<file path="src/rtl/itl_pkg.sv">
`default_nettype none
// ----------------------------------------------------------------------------
// itl_pkg: shared types and constants
// Holds the controller/datapath command struct, the state enum, status codes and defaults.
// ----------------------------------------------------------------------------
package itl_pkg;

  localparam int unsigned TABLE_DEPTH_DEF = 1024;
  localparam logic [10:0] ROWS_RESET = 11'd2;
  localparam logic [30:0] CUTOFF_RESET = 31'd8519680;

  localparam logic CFG_ROWS = 1'b0;
  localparam logic CFG_CUTOFF = 1'b1;

  localparam logic ACT_LOAD = 1'b0;
  localparam logic ACT_QUERY = 1'b1;

  localparam logic [2:0] ST_OK = 3'd0;
  localparam logic [2:0] ST_CUTOFF = 3'd1;
  localparam logic [2:0] ST_FIRST = 3'd2;
  localparam logic [2:0] ST_NEG = 3'd3;
  localparam logic [2:0] ST_LAST = 3'd4;

  typedef enum logic [3:0] {
    S_IDLE, S_CHECK, S_PROBE, S_WAIT, S_CMP, S_FIX, S_RD0, S_RD1,
    S_RD2, S_DIV, S_MUL, S_SUM, S_OUT
  } itl_state_t;

  // commands from controller to datapath
  typedef struct packed {
    logic take_item;
    logic check;
    logic probe;
    logic compare;
    logic fix;
    logic rd0;
    logic rd1;
    logic rd2;
    logic div_step;
    logic mul;
    logic sum;
    logic out_load;
  } itl_cmd_t;

  // status from datapath to controller
  typedef struct packed {
    logic is_load;
    logic early;
    logic found;
    logic search_done;
    logic div_done;
  } itl_sts_t;

endpackage
`default_nettype wire

</file>
<file path="src/rtl/itl_ctrl.sv">
`default_nettype none
// ----------------------------------------------------------------------------
// itl_ctrl: query sequencer
// Steps through check, binary search, row reads, division and interpolation.
// ----------------------------------------------------------------------------
module itl_ctrl
  import itl_pkg::*;
(
  input  wire        clk,
  input  wire        rst_n,
  input  wire        in_valid,
  output logic       in_stall,
  input  wire        out_full,
  input  itl_sts_t   sts,
  output itl_cmd_t   cmd
);

  itl_state_t state_r, state_nxt;

  // state register
  always_ff @(posedge clk) begin
    if (!rst_n) begin
      state_r <= S_IDLE;
    end else begin
      state_r <= state_nxt;
    end
  end

  // next state, early exits are decided in the cycle after check and after fix
  always_comb begin
    state_nxt = state_r;
    case (state_r)
      S_IDLE:  if (in_valid) state_nxt = S_CHECK;
      S_CHECK: state_nxt = sts.is_load ? S_IDLE : S_PROBE;
      S_PROBE: state_nxt = sts.early ? S_OUT : S_WAIT;
      S_WAIT:  state_nxt = S_CMP;
      S_CMP:   state_nxt = (sts.found || sts.search_done) ? S_FIX : S_PROBE;
      S_FIX:   state_nxt = S_RD0;
      S_RD0:   state_nxt = sts.early ? S_OUT : S_RD1;
      S_RD1:   state_nxt = S_RD2;
      S_RD2:   state_nxt = S_DIV;
      S_DIV:   if (sts.div_done) state_nxt = S_MUL;
      S_MUL:   state_nxt = S_SUM;
      S_SUM:   state_nxt = S_OUT;
      S_OUT:   if (!out_full) state_nxt = S_IDLE;
      default: state_nxt = S_IDLE;
    endcase
  end

  // outputs
  always_comb begin
    cmd = '0;
    in_stall = (state_r != S_IDLE);
    case (state_r)
      S_IDLE:  cmd.take_item = in_valid;
      S_CHECK: cmd.check = 1'b1;
      S_PROBE: cmd.probe = 1'b1;
      S_CMP:   cmd.compare = 1'b1;
      S_FIX:   cmd.fix = 1'b1;
      S_RD0:   cmd.rd0 = 1'b1;
      S_RD1:   cmd.rd1 = 1'b1;
      S_RD2:   cmd.rd2 = 1'b1;
      S_DIV:   cmd.div_step = 1'b1;
      S_MUL:   cmd.mul = 1'b1;
      S_SUM:   cmd.sum = 1'b1;
      S_OUT:   cmd.out_load = !out_full;
      default: cmd = '0;
    endcase
  end

endmodule
`default_nettype wire

</file>
<file path="config.mk">
export PLATFORM = sky130hd
export DESIGN_NAME = itl_ctrl
export DESIGN_NICKNAME = d
export VERILOG_FILES = /design/src/rtl/itl_pkg.sv /design/src/rtl/itl_ctrl.sv
export SDC_FILE = /design/constraint.sdc
export NUM_CORES = 1
export LEC_CHECK = 0
export ABC_AREA = 1
export BUFFER_PORTS_ARGS = -buffer_cell sky130_fd_sc_hd__buf_2
export CAP_MARGIN = 20
export CORE_AREA = 10 10 47 49
export DETAILED_ROUTE_END_ITERATION = 7
export DIE_AREA = 0 0 57 59
export PLACE_DENSITY = 0.63
export SLEW_MARGIN = 10
export SYNTH_ARGS = -nofsm -noshare
export SYNTH_HDL_FRONTEND = slang
export SYNTH_SLANG_ARGS = --single-unit
</file>
<file path="constraint.sdc">
create_clock -name clk -period 2.2 [get_ports clk]
set_clock_uncertainty 0.05 [all_clocks]
set_input_delay 0.22 -clock clk [delete_from_list [all_inputs] [get_ports clk]]
set_output_delay 0.22 -clock clk [all_outputs]
set_load 0.005 [all_outputs]
</file>
# Yosys cells after proc, flatten, opt, wreduce, memory -nomap -nowiden
# Cells that the tools add are included.
[totals]
wordCells = 41
ff_bits = 4
out_inout_bits = 13
inputBits = 9
[op_classes]
n_reduce_logical = 5
n_eq_ne = 15
n_mux = 20
[ops]
columns = ["operator", "count"]
rows = [
  ["one-hot mux 4 bit (13 select lines)", 1],
  ["== test 4 bit, second input constant", 5],
  ["2-to-1 mux 4 bit", 5],
  ["== test 4 x 3 -> 1 bit, second input constant", 4],
  ["2-to-1 mux 1 bit", 12],
  ["== test 4 x 2 -> 1 bit, second input constant", 2],
  ["inequality test 2 bit, second input constant", 3],
  ["== test 4 x 1 -> 1 bit, second input constant", 1],
  ["zero test 4 bit", 1],
  ["nonzero test 4 bit", 1],
  ["2-to-1 mux 3 bit", 1],
  ["AND reduction 3 bit", 1],
  ["2-to-1 mux 2 bit", 1],
  ["zero test 1 bit", 1],
  ["logical OR 1 bit", 1],
]

# Longest topological paths before layout
[depth]
word_depth = 3
ltp_mapped = 9
depth_no_buf = 9

# Worst setup path before layout
# OpenSTA, ideal clock, no wires.
[synth_path]
kind = "register to register"
start = "register state_r[0]"
end = "register state_r[2]"
arrival_ns = 0.972
setup_slack_ns = 1.069
setup_ns = 0.109
t_required_ns = 2.041
n_path_buf = 0
period_less_slack_ns = 1.131
stages_incl_launch_ff = 10
path_cell_list = "dfxtp_1 -> inv_1 -> nand2_2 -> inv_1 -> nand2_1 -> nand2_1 -> nor2_1 -> nand3b_1 -> nand2_1 -> inv_1"
[synth_between]
elab_chain_len = 3
word_cells_on_any_way = 18
classes_between = "eq/ne (15); mux (1); reduce/logical (2)"
[synth_lines]
columns = ["element", "line_no", "source"]
rows = [
  ["start: declaration", "itl_ctrl.sv:18", "itl_state_t state_r, state_nxt;"],
  ["start signal: assignment", "itl_ctrl.sv:25", "state_r <= state_nxt;"],
  ["== test 4 bit / zero test 4 bit (equally long branches)", "itl_ctrl.sv:32", "case (state_r)"],
  ["inequality test 2 bit (no line)", "-", ""],
  ["AND reduction 3 bit (no line)", "-", ""],
]
# Parallel ways exist; a longest one is shown, timed or not.
# A chain may end at the register's enable or synchronous reset.

==> out/metrics.yaml <==
cts_buffers: 3
grt_max_degree: 8
rows: 14
syn_area_per_cell_sq_um: 5.10
cp.required_ns: 1.93
drt_iter0_drc: 9
grt_pass1_vias: 600
num_vias: 560
setup_violations: 0
die_y_um: 59
start_kind: "register"
crit_chain: "nor2_4, nand2_1, nor2_1, buf_2"
dr.pass1.iters: 4
fmax_mhz: 692
dieArea_sq_mm: 0.00336
synth_area_leaders: "nand2_1 (19%), dfxtp_1 (18%), nor2_1 (18%), inv_1 (13%), nand3_1 (8.9%)"
start_util: 0.321
gp_congestion: 0.844
dpl_cell_area_sq_um: 574
netlist_area_sq_um: 449
reg2regPathDepth: 9
status: "completed"
yosysMostFrequentCell: "nand2_1"
min_path_cells: 3
synth-edff-count: 0
drc: 0
cts-resized-gates: 0
cts_max_path_buffers: 2
hold_violations: 0
total_power_uw: 311
cp_slowest_cell: "dfxtp_1"
post-cts-setup-buffer-count: 0
yosys.area.top_type: "nand2_1"
synth_fp_nets: 97
max_stage_delay_ns: 0.37
crit_fanout: 7
synth.distinct_cells: 14
cts_tree: "built"
p_per_area_mw_per_mm2: 520
fin_crit_sh: 0.657
diodes: 0
numClockSinks: 4
dr_wl_met3_um: 95
chipWidth_um: 57
n_fill_cell: 175
seqCellArea_sq_um: 80.1
fin_area_sq_um: 597
htreeDepth: 1
max_slew_margin: 0.825
rsz0062_at_grt: "false"
drive_gt1_frac: 0.313
max-cap-violations: 0
antenna_found_initial: 0
largestRegisters: "state_r (4)"
syn_to_final_growth_pct: 32.9
hold_buffers: 0
overflow: 0
crit_type: "register to primary output"
synth_ff_type: "dfxtp_1"
min-delay-path-class: "input port to register"
ys_seq_area_frac: 0.178
regMostFlops: "state_r"
port_buffers: 21
netlist_instances: 88
ir_drop_uv: 295
ys.warnings.count: 0
cp.arrival_ns: 1.17
ios: 22
clkLatencyLatePin_ns: 0.23
place.detailed.hpwl_um: 1120
cts.clk_slew.worst_paths_ns: 0.04
tightest_slew_ns: 0.263
period_needed_ns: 1.44
vias_per_cell: 4.38
grt_pass1_wl_um: 2330
drtAntennaViolNets: 0
route.met2.wl_um: 662
top_layer: "met3"
p_leak_uw: 0.000418
synth.top_cell.area_share: 0.192
track_usage: 0.0809
wl_um: 1280
post_drt_wl_per_cell_um: 10.0
synthTopCellsByCount: "nand2_1 (23), nor2_1 (21), inv_1 (16)"
tns_ns: 0
largest_reg_flops: 4
slew_violations: 0
core_area_sq_mm: 0.00140
wl_met1_um: 522
cts_root_buf: "clkbuf_4"
crit_path_end_kind: "primary output"
nNetsFinal: 123
ys_ff_latch: 4
multi_input_area_sq_um: 294
async_flop_share: 0
worst paths after layout:
path | from | end | slack [ns]
worst min register to register | state_r[2]$_SDFFE_PN0P_ | state_r[0]$_SDFFE_PN0P_ | 0.68
worst max-delay path | state_r[1]$_SDFFE_PN0P_ | cmd[11] | 0.76
worst max register to register | state_r[0]$_SDFFE_PN0P_ | state_r[2]$_SDFFE_PN0P_ | 0.94
worst min-delay path | rst_n | state_r[2]$_SDFFE_PN0P_ | 0.14
cell families after synthesis:
group / count (synthesis) / share of synthesized area
and+or+nand+nor: 61 / 0.621
buffers and inverters: 20 / 0.167
DFF: 4 / 0.178
AOI/OAI and AO/OA: 3 / 0.0334
layout by cell type, fill, tap and decap left out:
cell type	synthesis	final
buf_2	0	21
nand2_1	23	23
nor2_1	21	21
inv_2	4	4
nand2_2	1	1
nor2_2	2	2
nand3b_1	1	1
a21oi_1	2	2
o21ai_1	1	1
inv_1	16	16
nor2_4	2	2
nor3_1	1	1
nand3_2	2	2
clkbuf_4	0	3
dfxtp_1	4	4
nand3_1	8	8
report_power, final:
part	leakage (uW)	switching, uW	internal (uW)
sequential	0.0000326	12.1	80.4
clock	0.0000138	28.9	60.9
combinational	0.000372	80.3	47.8
routing by layer:
metal	vias to the layer above	global-route usage
met5	-	0
met4	0	0.0302
met3	0	0.0279
met2	9	0.150
met1	240	0.0810
li1	311	-
metrics by stage:
stage	std cells	util	worst slack [ns]	hold slack (ns)
floorplan	88	-	1.07	0.268
global placement	125	0.410	0.964	0.371
detailed placement	125	0.410	0.945	0.372
CTS	128	0.426	0.741	0.127
global route	128	0.426	0.659	0.163
finish	128	0.426	0.755	0.138
critical path, delay by kind of cell (launching register included):
family / cells / cell delay (ns)
simple gates: 3 / 0.45
flops: 1 / 0.37
buf+inv: 1 / 0.12
final cells by class:
type,count,share of cell area
Inverter,20,0.126
Clock buffer,3,0.0377
Sequential cell,4,0.134
Multi-Input combinational cell,64,0.493
Timing Repair Buffer,21,0.176
Tap cell,16,0.0335
Note: power is estimated with default switching activity, not from simulation.
